<file path="src/design/ts_pkg.sv">
// ----------------------------------------------------------------------------
// Token scanner package
// Token kind codes that the scanner and its checker share, and the byte
// class functions of the scanner.
// ----------------------------------------------------------------------------
package ts_pkg;

  localparam int unsigned ByteW = 8;
  localparam int unsigned KindW = 3;

  typedef logic [ByteW-1:0] byte_t;
  typedef logic [KindW-1:0] kind_t;

  localparam kind_t KIND_IDENT = 3'd0;
  localparam kind_t KIND_INT   = 3'd1;
  localparam kind_t KIND_STR   = 3'd2;
  localparam kind_t KIND_OP    = 3'd3;
  localparam kind_t KIND_PUNCT = 3'd4;
  localparam kind_t KIND_ERR   = 3'd5;

  localparam byte_t CH_NL    = 8'h0A;
  localparam byte_t CH_TAB   = 8'h09;
  localparam byte_t CH_SPACE = 8'h20;
  localparam byte_t CH_DQUOTE = 8'h22;
  localparam byte_t CH_SLASH = 8'h2F;
  localparam byte_t CH_BSLASH = 8'h5C;
  localparam byte_t CH_USCORE = 8'h5F;
  localparam byte_t CH_LOW_T = 8'h74;
  localparam byte_t CH_LOW_N = 8'h6E;

  function automatic logic is_letter(byte_t c);
    return (c >= 8'h61 && c <= 8'h7A) || (c >= 8'h41 && c <= 8'h5A);
  endfunction

  function automatic logic is_digit(byte_t c);
    return c >= 8'h30 && c <= 8'h39;
  endfunction

  function automatic logic is_space(byte_t c);
    return c == CH_SPACE || c == CH_TAB || c == CH_NL;
  endfunction

  // Operator symbols: + - * < > & . @ / : = ~ | $ ! # % ^ _ [ ] { } ' ?
  function automatic logic is_op(byte_t c);
    logic r;
    unique case (c)
      8'h2B, 8'h2D, 8'h2A, 8'h3C, 8'h3E, 8'h26, 8'h2E, 8'h40, 8'h2F,
      8'h3A, 8'h3D, 8'h7E, 8'h7C, 8'h24, 8'h21, 8'h23, 8'h25, 8'h5E,
      8'h5F, 8'h5B, 8'h5D, 8'h7B, 8'h7D, 8'h27, 8'h3F: r = 1'b1;
      default: r = 1'b0;
    endcase
    return r;
  endfunction

  // Punctuation: ( ) ; ,
  function automatic logic is_punct(byte_t c);
    return c == 8'h28 || c == 8'h29 || c == 8'h3B || c == 8'h2C;
  endfunction

  function automatic logic str_allowed(byte_t c);
    return c == CH_SPACE || is_digit(c) || is_letter(c) || is_op(c) || is_punct(c);
  endfunction

  function automatic logic esc_allowed(byte_t c);
    return c == CH_LOW_T || c == CH_LOW_N || c == CH_BSLASH || c == CH_DQUOTE;
  endfunction

endpackage

</file>
<file path="src/design/token_scanner.sv">
// ----------------------------------------------------------------------------
// Token scanner
// Tags the bytes of identifiers, integers, strings, operators and
// punctuation in a text stream, one byte per item, each held back one item.
// ----------------------------------------------------------------------------
//
//   channel | direction | handshake               | payload
//   --------+-----------+-------------------------+-----------------------------
//   input   | in        | in_valid_i / in_ready_o | char_in_i
//   result  | out       | out_valid_o/ out_ready_i| token_byte_o, token_kind_o,
//           |           |                         | token_first_o, token_last_o
//
// One item is taken per cycle; the class decode and the mode update are
// combinational, between the scan state and the result register.
// A result shows in the cycle after the item that caused it is accepted.
// The input is stalled only while the result register is full and not taken.
// Reset puts the scanner in its idle mode with nothing held; an escape error
// halts it until the next reset.

module token_scanner (
  input  logic                    clk_i,
  input  logic                    rst_ni,
  input  logic                    in_valid_i,
  output logic                    in_ready_o,
  input  ts_pkg::byte_t           char_in_i,
  output logic                    out_valid_o,
  input  logic                    out_ready_i,
  output ts_pkg::byte_t           token_byte_o,
  output ts_pkg::kind_t           token_kind_o,
  output logic                    token_first_o,
  output logic                    token_last_o
);
  import ts_pkg::*;

  localparam logic [2:0] MODE_IDLE    = 3'd0;
  localparam logic [2:0] MODE_IDENT   = 3'd1;
  localparam logic [2:0] MODE_INT     = 3'd2;
  localparam logic [2:0] MODE_STR     = 3'd3;
  localparam logic [2:0] MODE_ESC     = 3'd4;
  localparam logic [2:0] MODE_OP      = 3'd5;
  localparam logic [2:0] MODE_COMMENT = 3'd6;
  localparam logic [2:0] MODE_HALT    = 3'd7;

  logic [2:0] mode_q, mode_d;
  logic       held_valid_q, held_valid_d;
  byte_t      held_byte_q, held_byte_d;
  kind_t      held_kind_q, held_kind_d;
  logic       held_first_q, held_first_d;

  logic       out_valid_q;
  byte_t      out_byte_q;
  kind_t      out_kind_q;
  logic       out_first_q, out_last_q;

  logic       emit;
  byte_t      e_byte;
  kind_t      e_kind;
  logic       e_first, e_last;
  logic       in_fire;
  logic       cont;
  byte_t      c;

  assign c          = char_in_i;
  assign in_ready_o = !out_valid_q || out_ready_i;
  assign in_fire    = in_valid_i && in_ready_o;

  always_comb begin
    mode_d       = mode_q;
    held_valid_d = held_valid_q;
    held_byte_d  = held_byte_q;
    held_kind_d  = held_kind_q;
    held_first_d = held_first_q;
    emit         = 1'b0;
    e_byte       = held_byte_q;
    e_kind       = held_kind_q;
    e_first      = held_first_q;
    e_last       = 1'b0;
    cont         = 1'b0;

    unique case (mode_q)
      MODE_HALT: begin
      end
      MODE_COMMENT: begin
        if (c == CH_NL) begin
          mode_d = MODE_IDLE;
        end
      end
      MODE_STR: begin
        if (c == CH_BSLASH || c == CH_DQUOTE || str_allowed(c)) begin
          emit         = held_valid_q;
          held_valid_d = 1'b1;
          held_byte_d  = c;
          held_kind_d  = KIND_STR;
          held_first_d = 1'b0;
          if (c == CH_BSLASH) begin
            mode_d = MODE_ESC;
          end else if (c == CH_DQUOTE) begin
            mode_d = MODE_IDLE;
          end
        end
      end
      MODE_ESC: begin
        if (esc_allowed(c)) begin
          emit         = held_valid_q;
          held_valid_d = 1'b1;
          held_byte_d  = c;
          held_kind_d  = KIND_STR;
          held_first_d = 1'b0;
          mode_d       = MODE_STR;
        end else begin
          // The held backslash is dropped and the offending byte reported.
          held_valid_d = 1'b0;
          mode_d       = MODE_HALT;
          emit         = 1'b1;
          e_byte       = c;
          e_kind       = KIND_ERR;
          e_first      = 1'b1;
          e_last       = 1'b1;
        end
      end
      default: begin
        cont = (mode_q == MODE_IDENT && (is_letter(c) || is_digit(c) || c == CH_USCORE)) ||
               (mode_q == MODE_INT && is_digit(c)) ||
               (mode_q == MODE_OP && is_op(c));
        if (mode_q == MODE_OP && held_valid_q && held_first_q &&
            held_byte_q == CH_SLASH && c == CH_SLASH) begin
          held_valid_d = 1'b0;
          mode_d       = MODE_COMMENT;
        end else if (cont && held_valid_q) begin
          emit         = 1'b1;
          held_byte_d  = c;
          held_first_d = 1'b0;
        end else begin
          // The byte does not continue the token: close it and start anew.
          emit         = held_valid_q;
          e_last       = 1'b1;
          held_valid_d = 1'b0;
          held_byte_d  = c;
          held_first_d = 1'b1;
          mode_d       = MODE_IDLE;
          if (is_letter(c)) begin
            held_valid_d = 1'b1;
            held_kind_d  = KIND_IDENT;
            mode_d       = MODE_IDENT;
          end else if (is_digit(c)) begin
            held_valid_d = 1'b1;
            held_kind_d  = KIND_INT;
            mode_d       = MODE_INT;
          end else if (c == CH_DQUOTE) begin
            held_valid_d = 1'b1;
            held_kind_d  = KIND_STR;
            mode_d       = MODE_STR;
          end else if (is_space(c)) begin
            mode_d = MODE_IDLE;
          end else if (is_op(c)) begin
            held_valid_d = 1'b1;
            held_kind_d  = KIND_OP;
            mode_d       = MODE_OP;
          end else if (is_punct(c)) begin
            held_valid_d = 1'b1;
            held_kind_d  = KIND_PUNCT;
          end
        end
      end
    endcase
  end

  always_ff @(posedge clk_i or negedge rst_ni) begin
    if (!rst_ni) begin
      mode_q       <= MODE_IDLE;
      held_valid_q <= 1'b0;
    end else if (in_fire) begin
      mode_q       <= mode_d;
      held_valid_q <= held_valid_d;
    end
  end

  always_ff @(posedge clk_i) begin
    if (in_fire) begin
      held_byte_q  <= held_byte_d;
      held_kind_q  <= held_kind_d;
      held_first_q <= held_first_d;
    end
  end

  always_ff @(posedge clk_i or negedge rst_ni) begin
    if (!rst_ni) begin
      out_valid_q <= 1'b0;
    end else if (in_fire && emit) begin
      out_valid_q <= 1'b1;
    end else if (out_ready_i) begin
      out_valid_q <= 1'b0;
    end
  end

  always_ff @(posedge clk_i) begin
    if (in_fire && emit) begin
      out_byte_q  <= e_byte;
      out_kind_q  <= e_kind;
      out_first_q <= e_first;
      out_last_q  <= e_last;
    end
  end

  assign out_valid_o   = out_valid_q;
  assign token_byte_o  = out_byte_q;
  assign token_kind_o  = out_kind_q;
  assign token_first_o = out_first_q;
  assign token_last_o  = out_last_q;

endmodule

</file>
<file path="config.mk">
export PLATFORM = sky130hd
export DESIGN_NAME = token_scanner
export DESIGN_NICKNAME = d
export VERILOG_FILES = /design/src/design/ts_pkg.sv /design/src/design/token_scanner.sv
export SDC_FILE = /design/constraint.sdc
export NUM_CORES = 1
export LEC_CHECK = 0
export BUFFER_PORTS_ARGS = -buffer_cell sky130_fd_sc_hd__buf_2
export CORE_UTILIZATION = 50
export DETAILED_ROUTE_END_ITERATION = 6
export PLACE_DENSITY = 0.85
export REMOVE_ABC_BUFFERS = 1
export SYNTH_ARGS = -nofsm -noshare
export SYNTH_HDL_FRONTEND = slang
export SYNTH_SLANG_ARGS = --single-unit
</file>
<file path="constraint.sdc">
create_clock -name clk_i -period 2.2 [get_ports clk_i]
set_input_delay 0.33 -clock clk_i [delete_from_list [all_inputs] [get_ports clk_i]]
set_output_delay 0.33 -clock clk_i [all_outputs]
set_load 0.05 [all_outputs]
</file>
==> key figures, run 1 <==
Timing
  – Final hold vios: 0
  – RSZ-0062 raised after global routing: true
  – Clock Skews: 7.87 ps
  – Setup WS post-layout: -118 ps
  – Setup violators final: 17
  – Fmax achieved: 431 MHz
  – Worst-margin pin slew: 685 ps
  – Slew Limit Headroom: 53.9%
  – Min Tclk post-route: 2320 ps
  – Fin crit share: 105%
  – Final hold slack: 375 ps
  – Pins Over Slew Limit: 0

Critical path
  – Cell Chain, Critical Path: buf_2 > buf_8 > xnor2_4 > a211oi_2 > o211ai_1 > buf_4 > nand3_2 > or2_4 > o31ai_4 > buf_6 > buf_4 > mux2_4
  – Worst r2r src: mode_q[1]
  – Crit path launch type: primary input
  – Crit-path max cell delay: 290 ps
  – Reg2Reg Depth: 6
  – Crit Path Class: in -> reg
  – Reg-to-reg endpoint: held_valid_q
  – CP max stage cell: mux2_4
  – Worst EP arrival: 2480 ps
  – Cell repeated most along the worst path: buf_4
  – Critical-path maximum fanout: 6
  – Worst EP required: 2360 ps
  – R2R setup slack: -90 ps
  – Critical path capture point type: register

Cells and area
  – Fill cells: 227
  – Fin util: 75.2%
  – Layout cells sized above 1: 48.9%
  – Most frequent cells in the layout: 50 x buf_4, 25 x edfxtp_1, 25 x buf_2
  – Final nets: 281
  – Area Overhead vs Synth: 42.2%
  – Commonest non-fill, non-tap cell in the layout: buf_4
  – Antenna cell count: 0

Synth
  – Post-Syn Instances: 189
  – Mapped Area: 1970 um2
  – Synth unique cells: 60
  – Seq/Total Area, Yosys: 44.6%
  – Most common flop cell mapped by yosys: edfxtp_1
  – Syn Area/Cell: 10.4 um2
  – Post-synth ARST share: 16.7%
  – #FFs+latches synth: 30
  – Number of synthesized flops with an enable pin: 25
  – Warnings, synthesis: 0

Place
  – Post-DP HPWL: 3.81 mm
  – Place WS: -619 ps
  – PortBufs: 26
  – Routability cong.: 0.928

Status
  – Status: finished with violations
  – Failing checks: setup timing

Global routing
  – Largest net degree at the start of global routing: 14
  – Global route overflow: 0
  – Total GRT Usage: 28.6%
  – First-pass GRT wire length: 8.96 mm
  – Number of global-route vias before repair: 1869
  – Initial antenna violation count: 0

Clock network
  – CTS tree: done
  – Root buf cell: clkbuf_8
  – CTS Sinks: 30
  – Clock Tree Buf Depth: 2
  – Total CTS buffers: 5
  – CTS H-tree lvls: 2
  – Clock latency on the worst-skew pair: 280 ps
  – Clock slew at reported path FFs: 70 ps

Power and ir drop
  – VDD IR max: 0.379 mV
  – Power per Cell Area: 1000 nW/um2
  – Leakage: 0.00114 uW

Routing
  – Detailed Routing Iterations Pass 1: 4
  – Wire per inst: 18.9 um
  – Routed vias/inst: 6.25
  – Routed Antenna Nets: 0
  – Residual DRC: 0
  – Post-Route WL: 6.00 mm
  – Via count: 1988
  – Initial DRC Count: 207

Hold path
  – Hold Path Class: in -> reg
  – Min-delay src: out_ready_i
  – Hold Path Depth: 3
  – Hold endpoint: out_valid_o

Job
  – MaxCap Viol Count: 0

Die
  – Die X: 64.7 um
  – IO Count: 27
  – Die area: 4190 um2
  – Core Box Area: 3720 um2
  – FP Rows: 22
  – Starting Density: 52.9%
  – Die Y: 64.7 um
[cell usage after synthesis (4+ instances only)]
library cell	count	area share (%)
nor2b_1	5	1.6
buf_4	4	1.5
inv_1	5	0.95
a21oi_1	9	2.3
edfxtp_1	25	38
mux2_2	6	3.4
nor2_1	14	2.7
clkbuf_1	4	0.76
nand2_1	15	2.9
dfrtp_1	5	6.4
o21ai_0	10	2.5
nand2b_1	5	1.6
nor3_1	6	1.5
[final cells by class]
class | instances | area, um2 | share of cell area, %
Clock buffer | 6 | 72.6 | 2.60
Tap cell | 48 | 60.1 | 2.15
Multi-Input combinational cell | 140 | 1100 | 39.3
Clock inverter | 2 | 10.0 | 0.358
Timing Repair Buffer | 87 | 659 | 23.6
Sequential cell | 30 | 876 | 31.3
Inverter | 5 | 18.8 | 0.671
[critical path, delay by kind of cell]
| family | cells | cell delay, ps |
|---|---|---|
| compound gates | 3 | 620 |
| buf+inv | 5 | 730 |
| mux | 1 | 290 |
| xor+xnor | 1 | 170 |
| simple gates | 2 | 350 |
[metrics by stage]
stage | TNS (ps) | cell area, um2 | cells | power (uW)
2_1_floorplan | -10330 | 1870 | 175 | 1730
5_1_grt | -2160 | 2800 | 318 | 2930
4_1_cts | -78.0 | 2630 | 311 | 2650
3_3_place_gp | -15410 | 2460 | 300 | 2140
6_report | -1260 | 2800 | 318 | 2810
3_5_place_dp | -17210 | 2460 | 300 | 2200
[cells by family after synthesis]
group	synth area share, %
simple gates	25.3
compound gates	17.5
flops	44.6
buf+inv	5.73
mux	6.43
xor+xnor	0.446
[how the worst max path moves through the flow]
stage | start | to | slack, ps | cells past startpoint
floorplan | out_valid_o | held_byte_q[0] | -560 | 5
global placement | char_in_i[3] | token_byte_o[2] | -550 | 8
detailed placement | char_in_i[3] | token_kind_o[2] | -620 | 8
CTS | char_in_i[3] | token_byte_o[6] | -10 | 8
global route | char_in_i[6] | mode_q[1] | -170 | 10
finish | char_in_i[1] | held_valid_q | -120 | 12
[power breakdown]
group / internal, uW / switching (uW) / leakage [uW]
logic: 555 / 872 / 0.000801
registers: 859 / 92.9 / 0.000296
clock network: 219 / 209 / 0.0000450
total: 1630 / 1170 / 0.00114
[layer usage]
layer / GRT usage, % / wire (um) / vias to the layer above
met4: 17.8 / 355 / 0
met1: 31.1 / 2100 / 944
met3: 5.11 / 432 / 36
met2: 50.8 / 3110 / 123
li1: - / - / 885
met5: 0 / 0 / -
[registers in the layout, indices dropped and copies added, names as in the netlist]
signal,count
token_kind_o,3
out_valid_o,1
token_byte_o,8
mode_q,3
held_first_q,1
held_valid_q,1
held_kind_q,3
token_first_o,1
held_byte_q,8
token_last_o,1
[timing repair]
item                                   4_1_cts  5_1_grt
cloned                                       0        1
pin swaps                                    6        8
endpoints found under the hold margin        5        0
hold buffers                                 1        0
setup buffers                                2        6
setup endpoints to repair                   26       31
gates resized for setup                     10       26
No activity file was read; power rests on OpenSTA's default activity.
==> run 2: changes to the inputs <==
--- a/config.mk
+++ b/config.mk
@@ -6,9 +6,12 @@
 export NUM_CORES = 1
 export LEC_CHECK = 0
 export BUFFER_PORTS_ARGS = -buffer_cell sky130_fd_sc_hd__buf_2
-export CORE_UTILIZATION = 50
+export CELL_PAD_IN_SITES_DETAIL_PLACEMENT = 2
+export CELL_PAD_IN_SITES_GLOBAL_PLACEMENT = 2
+export CORE_MARGIN = 5
+export CORE_UTILIZATION = 33
 export DETAILED_ROUTE_END_ITERATION = 6
-export PLACE_DENSITY = 0.85
+export PLACE_DENSITY = 0.86
 export REMOVE_ABC_BUFFERS = 1
 export SYNTH_ARGS = -nofsm -noshare
 export SYNTH_HDL_FRONTEND = slang
==> key figures, run 2 (synthesized netlist as in run 1, its figures left out) <==
Hold path
  – Hold Path Class: in -> reg

Clock network
  – CTS H-tree lvls: 2 (unchanged)
  – Clock Tree Buf Depth: 2 (unchanged)
  – Clock latency on the worst-skew pair: 310 ps (+30 ps)
  – Total CTS buffers: 5 (unchanged)
  – Root buf cell: clkbuf_8
  – CTS tree: done
  – CTS Sinks: 30 (unchanged)
  – Clock slew at reported path FFs: 90 ps (+20 ps)

Place
  – PortBufs: 26 (unchanged)
  – Post-DP HPWL: 6.10 mm (+60%)
  – Routability cong.: 0.868 (-6.5%)
  – Place WS: -567 ps (+52.4 ps)
  – Post-placement cell area: 2480 um2 (+0.76%)

Routing
  – Initial DRC Count: 279 (+35%)
  – Routed vias/inst: 6.41 (+2.5%)
  – Routed Antenna Nets: 0 (unchanged)
  – Detailed Routing Iterations Pass 1: 5 (+1)
  – Wire per inst: 33.9 um (+80%)
  – Via count: 2281 (+15%)
  – Residual DRC: 0 (unchanged)
  – Post-Route WL: 12.1 mm (+100%)

Cells and area
  – Area Overhead vs Synth: 59.5%
  – Commonest non-fill, non-tap cell in the layout: buf_4
  – Layout cells sized above 1: 55.9% (+7.0 points)
  – Most frequent cells in the layout: 57 x buf_4, 25 x edfxtp_1, 18 x buf_2
  – Area of the multi-input gates: 1210 um2 (+10%)
  – Final nets: 292 (+3.9%)
  – Fin util: 53.6% (-22 points)
  – Antenna cell count: 0 (unchanged)
  – Cell area after layout: 3140 um2 (+12%)
  – Fill cells: 567 (+150%)
  – Register area: 876 um2 (unchanged)

Timing
  – Pins Over Slew Limit: 0 (unchanged)
  – Worst-margin pin slew: 665 ps (-19.3 ps)
  – RSZ-0062 raised after global routing: true
  – Setup TNS Final: -2480 ps (-1220 ps)
  – Setup WS post-layout: -155 ps (-37.7 ps)
  – Clock Skews: 15.0 ps (+7.12 ps)
  – Fmax achieved: 425 MHz (-1.6%)
  – Min Tclk post-route: 2360 ps (+37.7 ps)
  – Fin crit share: 107% (+1.7 points)
  – Final hold vios: 0 (unchanged)
  – Slew Limit Headroom: 55.2% (+1.3 points)
  – Setup violators final: 32 (+15)

Power and ir drop
  – Overall power: 3270 uW (+16%)
  – Power per Cell Area: 1040 nW/um2 (+3.7%)
  – VDD IR max: 0.743 mV (+96%)
  – Leakage: 0.00126 uW (+10%)

Global routing
  – First-pass GRT wire length: 14.7 mm (+64%)
  – Global route overflow: 0 (unchanged)
  – Total GRT Usage: 26.8% (-1.8 points)
  – Largest net degree at the start of global routing: 17 (+3)
  – Initial antenna violation count: 0 (unchanged)
  – Number of global-route vias before repair: 2236 (+20%)

Die
  – Core Box Area: 5850 um2 (+57%)
  – Die Y: 87.2 um (+35%)
  – Die X: 87.2 um (+35%)
  – IO Count: 27 (unchanged)
  – Starting Density: 33.6% (-19 points)
  – FP Rows: 28 (+27%)
  – Die area: 7600 um2 (+82%)

Critical path
  – Crit path launch type: primary input
  – Crit Path Class: in -> reg
  – Critical-path maximum fanout: 7 (+1)
  – Worst EP arrival: 2370 ps (-110 ps)
  – Worst EP required: 2210 ps (-150 ps)
  – Critical path capture point type: register

Job
  – MaxCap Viol Count: 0 (unchanged)

Status
  – Status: finished with violations
  – Failing checks: setup timing
run 2: path summary, 6_finish.rpt:
path	startpoint	endpoint	slack, ps	cells after the start
max	char_in_i[4]	held_byte_q[0]	-160	9
min	char_in_i[1]	held_byte_q[1]	240	1
max in group asynchronous	rst_ni	out_valid_o	1540	2
min in group asynchronous	rst_ni	held_valid_q	480	2
max reg2reg	mode_q[0]	mode_q[1]	-110	6
min reg2reg	held_kind_q[2]	token_kind_o[2]	550	1
run 2: critical path, cell delays in order:
cell and delay (ps):
buf_4 160, or4bb_1 570, a31oi_1 340, a211oi_4 100, nand3_4 80, or2_4 140, o31ai_4 120, nor3b_2 280
buf_4 230
run 2: where the power goes:
part           total [uW]  internal (uW)  switching, uW
clock network         483            218            265
registers             985            860            125
logic                1800            632           1170
total                3270           1710           1560
run 2: layout make-up:
| class | count | area share (%) |
|---|---|---|
| multi-input cells | 140 | 38.7 |
| flip-flops and latches | 30 | 27.9 |
| well taps | 75 | 2.99 |
| clock inverters | 2 | 0.279 |
| repair buffers | 98 | 27.1 |
| inverters | 5 | 0.678 |
| clock buffers | 6 | 2.31 |
run 2: stage by stage:
step | cells | hold WS (ps)
4_1_cts | 344 | 269
2_1_floorplan | 175 | 34.4
6_report | 356 | 242
3_3_place_gp | 325 | 149
3_5_place_dp | 325 | 163
5_1_grt | 356 | 231
run 2: per-layer routing:
| layer | track usage, % | share of wire [%] | vias to the layer above | wire length (um) |
|---|---|---|---|---|
| met5 | 0 | 0 | - | 0 |
| met4 | 11.3 | 6.0 | 0 | 721 |
| met3 | 4.54 | 9.7 | 56 | 1170 |
| met2 | 45.5 | 46 | 211 | 5590 |
| met1 | 33.4 | 38 | 1119 | 4600 |
| li1 | - | - | 895 | - |
run 2: timing repair:
item	4_1_cts	5_1_grt
gates cloned	1	3
gates resized for setup	21	71
buffers inserted	9	9
hold buffers	1	0
hold endpoints to repair	5	0
pin swaps	11	21
endpoints found under the setup margin	40	39
